[config.mk]
export PLATFORM = sky130hd
export DESIGN_NAME = dvm_ctrl
export DESIGN_NICKNAME = d
export VERILOG_FILES = /design/src/hdl/dvm_pkg.sv /design/src/hdl/dvm_ctrl.sv
export SDC_FILE = /design/constraint.sdc
export NUM_CORES = 1
export LEC_CHECK = 0
export ABC_AREA = 1
export BUFFER_PORTS_ARGS = -buffer_cell sky130_fd_sc_hd__buf_4
export CAP_MARGIN = 10
export CORE_AREA = 2 2 39 41
export CTS_BUF_LIST = sky130_fd_sc_hd__clkbuf_4 sky130_fd_sc_hd__clkbuf_8
export CTS_CLUSTER_DIAMETER = 150
export DETAILED_ROUTE_END_ITERATION = 8
export DIE_AREA = 0 0 41 43
export GPL_ROUTABILITY_DRIVEN = 0
export GPL_TIMING_DRIVEN = 0
export SLEW_MARGIN = 20
export SYNTH_ARGS = -nofsm -noshare
export SYNTH_HDL_FRONTEND = slang
export SYNTH_SLANG_ARGS = --single-unit
[constraint.sdc]
create_clock -name i_clk -period 2.4 [get_ports i_clk]
set_input_delay 0.72 -clock i_clk [delete_from_list [all_inputs] [get_ports i_clk]]
set_output_delay 0.72 -clock i_clk [all_outputs]
set_load 0.01 [all_outputs]
[src/hdl/dvm_pkg.sv]
// package for the drum voice mixer: widths, opcodes, register indices, constants, command and status structs
// no dependencies
`default_nettype none
package dvm_pkg;
    localparam int VoiceCount  = 8;
    localparam int VoiceW      = $clog2(VoiceCount);
    localparam int SampleWords = 4096;
    localparam int AddrW       = $clog2(SampleWords);
    localparam int PosW        = AddrW + 1;
    localparam int MemAw       = AddrW + 1;

    localparam logic [1:0] OP_TICK    = 2'd0;
    localparam logic [1:0] OP_TRIGGER = 2'd1;
    localparam logic [1:0] OP_LOAD    = 2'd2;

    localparam logic [1:0] REG_LEN0  = 2'd0;
    localparam logic [1:0] REG_LEN1  = 2'd1;
    localparam logic [1:0] REG_FLOOR = 2'd2;
    localparam logic [1:0] REG_CEIL  = 2'd3;

    localparam logic [13:0] DacControl = 14'h3000;
    localparam logic [11:0] GainMax    = 12'd4095;

    // controller to datapath
    typedef struct packed {
        logic capture;    // latch the item
        logic load;       // write sample word
        logic div_start;  // start gain division
        logic scan_clr;   // clear scan state
        logic scan_step;  // look at voice r_vidx (phase a: issue read)
        logic scan_acc;   // accumulate read result
        logic trig_apply; // apply trigger claim
        logic emit;       // drive result
    } t_cmd;

    // datapath to controller
    typedef struct packed {
        logic div_done;
        logic scan_last;
    } t_stat;
endpackage
`default_nettype wire

[src/hdl/dvm_ctrl.sv]
// controller state machine for the drum voice mixer
// depends on dvm_pkg
`default_nettype none
module dvm_ctrl (
    input  wire logic          i_clk,
    input  wire logic          i_rst_n,
    input  wire logic          start,
    input  wire logic [1:0]    i_operation,
    input  wire logic [1:0]    i_drum_select,
    input  wire dvm_pkg::t_stat i_stat,
    output logic               busy,
    output dvm_pkg::t_cmd      o_cmd
);
    import dvm_pkg::*;

    localparam logic [2:0] S_IDLE = 3'd0, S_DIV = 3'd1, S_TSCAN = 3'd2,
                           S_TAPP = 3'd3, S_RD = 3'd4, S_ACC = 3'd5, S_EMIT = 3'd6;

    logic [2:0] r_state, n_state;

    always_ff @(posedge i_clk) begin
        if (!i_rst_n) r_state <= S_IDLE;
        else r_state <= n_state;
    end

    assign busy = (r_state != S_IDLE);

    // next state and commands
    always_comb begin
        n_state = r_state;
        o_cmd   = '0;
        case (r_state)
            S_IDLE: begin
                if (start) begin
                    o_cmd.capture  = 1'b1;
                    o_cmd.scan_clr = 1'b1;
                    if (i_operation == OP_TICK) n_state = S_RD;
                    else if (i_drum_select[1]) n_state = S_IDLE;
                    else if (i_operation == OP_TRIGGER) begin
                        o_cmd.div_start = 1'b1;
                        n_state = S_DIV;
                    end else if (i_operation == OP_LOAD) o_cmd.load = 1'b1;
                end
            end
            S_DIV: if (i_stat.div_done) n_state = S_TSCAN;
            S_TSCAN: begin
                o_cmd.scan_step = 1'b1;
                if (i_stat.scan_last) n_state = S_TAPP;
            end
            S_TAPP: begin
                o_cmd.trig_apply = 1'b1;
                n_state = S_IDLE;
            end
            S_RD: begin
                o_cmd.scan_step = 1'b1;
                n_state = S_ACC;
            end
            S_ACC: begin
                o_cmd.scan_acc = 1'b1;
                n_state = i_stat.scan_last ? S_EMIT : S_RD;
            end
            S_EMIT: begin
                o_cmd.emit = 1'b1;
                n_state = S_IDLE;
            end
            default: n_state = S_IDLE;
        endcase
    end
endmodule
`default_nettype wire

==> results of run 1 <==
layout make-up:
type,instances,area [sq um],area share
plain buffers,1,7.507,0.01681
multi-input cells,33,163.9,0.3669
repair buffers,16,120.1,0.2689
well taps,16,20.02,0.04482
flip-flops and latches,3,60.06,0.1345
inverters,12,45.04,0.1008
clock buffers,4,30.03,0.06723
worst max path at each step:
stage	to	slack (ns)
after floorplan	o_cmd[5]	0.50
after global routing	o_cmd[5]	0.33
after detailed placement	o_cmd[6]	0.38
after CTS	o_cmd[6]	0.38
after global placement	o_cmd[6]	0.39
final	o_cmd[6]	0.40
power by group:
part / internal [W] / switching, W
Sequential: 0.0000551 / 0.00000747
Clock: 0.0000736 / 0.0000272
Combinational: 0.0000487 / 0.0000549
through the flow:
step                      total power (W)  instance area [sq um]
after floorplan                 0.0001270                  276.5
after global routing            0.0002853                  446.7
after detailed placement        0.0001683                  416.7
final                           0.0002670                  446.7
after global placement          0.0001674                  416.7
after CTS                       0.0002740                  446.7
layout by cell type, fill, tap and decap left out, drive strengths merged:
cell type	instances
a21oi	4
buf	17
clkbuf	4
dfxtp	3
inv	12
nand2	12
nand3	1
nor2	7
nor3	2
nor4	2
o21ai	3
o22ai	1
or2	1
worst min-delay path: cells and delay by family, from the launching register on:
family             cells  cell delay (ns)
and+or+nand+nor        3             0.19
AOI/OAI and AO/OA      1             0.07
DFF                    1             0.32
logic make-up (layout without fill, tap and decap cells):
logic type             Yosys count  count (layout)  synth area share
buffers and inverters           13              33            0.1901
DFF                              3               3            0.2172
and+or+nand+nor                 25              25            0.4163
AOI/OAI and AO/OA                8               8            0.1765
layer usage:
layer  wire [microns]  track usage
met5                0            0
met4               14       0.1000
met3               32      0.01571
met2              357       0.1188
met1              289       0.1118
==> results.toml, run 1 <==
[worst_setup_path]
end_kind = "output pin"
critPathLaunch = "i_drum_select[1]"
crit_chain = "buf_4 > inv_1 > nand2_1 > nor3_1 > buf_4"
max_stage_delay_ns = 0.18
r2r_slack_ns = 1.35
r2r_start = "r_state[0]"
r2r_end = "r_state[0]"
cp.arrival_ns = 1.28
r2r_cells = 6
cp.buffers_inverters = 3
critPathSlowestCell = "nor3_1"
path_class = "primary input to output pin"
cpMostUsedCell = "buf_4"
critical_path.max_fanout = 3
cp_top_family = "buffers and inverters"
cp.required_ns = 1.68
startpoint_type = "primary input"
cp_num_cells = 5

[placed_design]
portBuffers = 16
placed_cells = 81
pre_cts_slack_ns = 0.3836
hpwl_microns = 565.6

[clocking]
cts_buffers = 3
htree_levels = 1
cts_root_buf = "clkbuf_4"
cts_setup_buffers = 0
cts_tree = "yes"
cts-resized-gates = 0
cts_sinks = 3
clk_pin_slew_ns = 0.04
clk_latency_ns = 0.23
cts_buffer_depth = 2
cts_hold_buf = 0

[sta]
drv_slew = 0
fmax_ghz = 0.4992
min_period_ns = 2.003
hold_slack_ns = 0.6343
slew_headroom = 0.8404
fin_setup_tns_ns = 0
hold_viol = 0
setup_slack_ns = 0.3966
finalCritPeriodShare = 0.8347
setup_viol = 0
worst_pin_slew_ns = 0.2390
clock_skew_ns = 0.004017
rsz0062_at_grt = "no"

[global_route]
grt.total_usage = 0.09118
grt_pass1_vias = 285
grt_overflow = 0
antenna_found_initial = 0
grt_max_degree = 9
grt_pass1_wl_microns = 1055

[cells_and_area]
largest_reg_flops = 3
syn_to_final_growth_pct = 61.54
fin_util = 0.3228
antennaDiodeCount = 0
final_cells = 85
reg.largest.list = "r_state: 3 flops"
fill_cells = 159
drive_gt1_frac = 0.4348
largest-register = "r_state"
finish.net_count = 79

[die]
die_area_sq_um = 1763
num_rows = 14
die_x_microns = 41
die_h_microns = 43
coreArea_sq_um = 1384
start_util = 0.1998
io_pins = 18

[synthesis]
syn_nets = 58
synthTopCellsByArea = "dfxtp_1, inv_1, nand2_1"
syn_area_sq_um = 276.5
yosysMostFrequentCell = "inv_1"
yosysTopAreaCellShare = 0.2172
syn_area_per_cell_sq_um = 5.643
netlist_instances = 49
ys_top_cells_by_count = "inv_1, nand2_1, nor2_1"
ys.flop_type = "dfxtp_1"
synth_largest_area_cell = "dfxtp_1"
synth_cell_types = 17
ys_warn_count = 0
ys_seq_area_frac = 0.2172
synth_edf_count = 0
synthArstFlopShare = 0
ys_ff_latch = 3

[routing]
dr.pass1.iters = 4
drc = 0
routedWlPerCell_microns = 8.153
via_per_inst = 4.082
antenna_left = 0
drt-total-wl_microns = 693
num_vias = 347
drt_iter0_markers = 1

[min_path]
hold_path_end = "r_state[2]"
hold_path_depth = 4
hold_class = "register to register"
hp-start = "r_state[2]"

[power]
power.density_nw_per_um2 = 597.7
p_leak_nw = 0.2420
peakVddDrop_mv = 0.2059

[outcome]
outcome = "finished, final reports clean"

[job]
drv_cap = 0
Note: power is estimated with default switching activity, not from simulation.
==> run 2, diff against run 1 <==
Clock period 2.4 ns to 1.9 ns, I/O delays scaled along.
==> run 2 against run 1 <==
Compared with the run above: sequential power rose by 29%; critical endpoint is now o_cmd[7]; hold slack lost 0.039 ns; via count down 0.58%; sequential share of layout area decreased by 0.094 points; core utilization up 0.90 points; routed wire length grew 3.3%; largest cell class unchanged; register-to-register slack worse by 0.50 ns; clock skew barely moved; highest routed layer unchanged.
==> results.toml, run 2 (synthesized netlist as in run 1, its figures left out) <==
[outcome]
outcome = "finished, final reports clean"

[cells_and_area]
antennaDiodeCount = 0
finish.net_count = 79
final_cell_mix = "buf_4, inv_1, nand2_1, nor2_1, clkbuf_4"
largest_reg_flops = 3
fill_cells = 156
drive_gt1_frac = 0.4638
syn_to_final_growth_pct = 66.06
reg.largest.list = "r_state: 3 flops"
final_common_cell = "buf_4"
largest-register = "r_state"
fin_util = 0.3318

[clocking]
cts_buffer_depth = 2
htree_levels = 1
clk_pin_slew_ns = 0.04
cts_tree = "yes"
clk_latency_ns = 0.23
cts_root_buf = "clkbuf_4"
cts_buffers = 3
cts_hold_buf = 0
cts_sinks = 3

[sta]
worst_pin_slew_ns = 0.2005
setup_slack_ns = 0.1554
clock_skew_ns = 0.003957
hold_viol = 0
min_period_ns = 1.745
rsz0062_at_grt = "no"
setup_viol = 0
finalCritPeriodShare = 0.9182
slew_headroom = 0.8652
fin_setup_tns_ns = 0
drv_slew = 0
fmax_ghz = 0.5732

[global_route]
grt_pass1_wl_microns = 1055
grt_pass1_vias = 285
antenna_found_initial = 0
grt_overflow = 0
grt_max_degree = 9
grt.total_usage = 0.09118

[power]
power.density_nw_per_um2 = 744.7
p_leak_nw = 0.2449
peakVddDrop_mv = 0.2660

[die]
io_pins = 18
coreArea_sq_um = 1384
num_rows = 14
die_area_sq_um = 1763
die_x_microns = 41
start_util = 0.1998
die_h_microns = 43

[routing]
drt_iter0_markers = 0
num_vias = 345
via_per_inst = 4.059
antenna_left = 0
drc = 0
drt-total-wl_microns = 716
routedWlPerCell_microns = 8.424
dr.pass1.iters = 1

[min_path]
hold_class = "primary input to register"

[worst_setup_path]
path_class = "register to output pin"
startpoint_type = "register"
cp.arrival_ns = 1.17
critical_path.max_fanout = 8
cp.required_ns = 1.33
end_kind = "output pin"

[placed_design]
hpwl_microns = 565.6
pre_cts_slack_ns = 0.1836
portBuffers = 16

[job]
drv_cap = 0
-- run 2: cell counts in the layout (fill, tap and decap cells not counted) --
Identical to the previous run, type by type.
-- run 2: area by class of cell --
cell class | count | area (sq um) | share of cell area
clock buffer | 4 | 30.03 | 0.06540
tap | 16 | 20.02 | 0.04360
sequential | 3 | 61.31 | 0.1335
buffer | 1 | 7.507 | 0.01635
inverter | 12 | 45.04 | 0.09809
multi-input combinational | 33 | 175.2 | 0.3815
timing repair buffer | 16 | 120.1 | 0.2616
-- run 2: power by group --
part	leakage (nW)	total, W	switching [W]	internal, W
clock	0.0184	0.000128	0.0000345	0.0000930
sequential	0.0248	0.0000808	0.0000103	0.0000705
combinational	0.202	0.000134	0.0000708	0.0000628
total	0.245	0.000342	0.000116	0.000226
-- run 2: worst paths after layout --
kind | startpoint | end | slack [ns] | cells past startpoint
worst max-delay path | r_state[0] | o_cmd[7] | 0.16 | 5
worst min register to register | r_state[0] | r_state[1] | 0.63 | 2
worst min-delay path | i_rst_n | r_state[2] | 0.60 | 3
worst max register to register | r_state[1] | r_state[0] | 0.85 | 7
-- run 2: worst max-delay path, cell delays in order (launching register included) --
cell	delay (ns)
dfxtp_2	0.38
inv_2	0.09
nand3_1	0.14
inv_1	0.07
buf_4	0.13
buf_4	0.13
-- run 2: timing repair --
item / in CTS / in global routing
setup buffers: 0 / 0
gates resized for setup: 0 / 3
setup endpoints to repair: 0 / 1
-- run 2: layer usage --
| metal | wire (microns) | part of all wire | global-route usage |
|---|---|---|---|
| met5 | 0 | 0 | 0 |
| met4 | 14 | 0.020 | 0.1000 |
| met3 | 23 | 0.032 | 0.01571 |
| met2 | 376 | 0.53 | 0.1188 |
| met1 | 303 | 0.42 | 0.1118 |
-- run 2: through the flow --
stage	hold WS, ns	total power (W)	std cells	area [sq um]
after global routing	0.6031	0.0003653	85	459.2
after CTS	0.5927	0.0003461	85	446.7
final	0.5951	0.0003420	85	459.2
after global placement	0.6305	0.0002114	81	416.7
after floorplan	0.5861	0.0001604	49	276.5
after detailed placement	0.6404	0.0002126	81	416.7
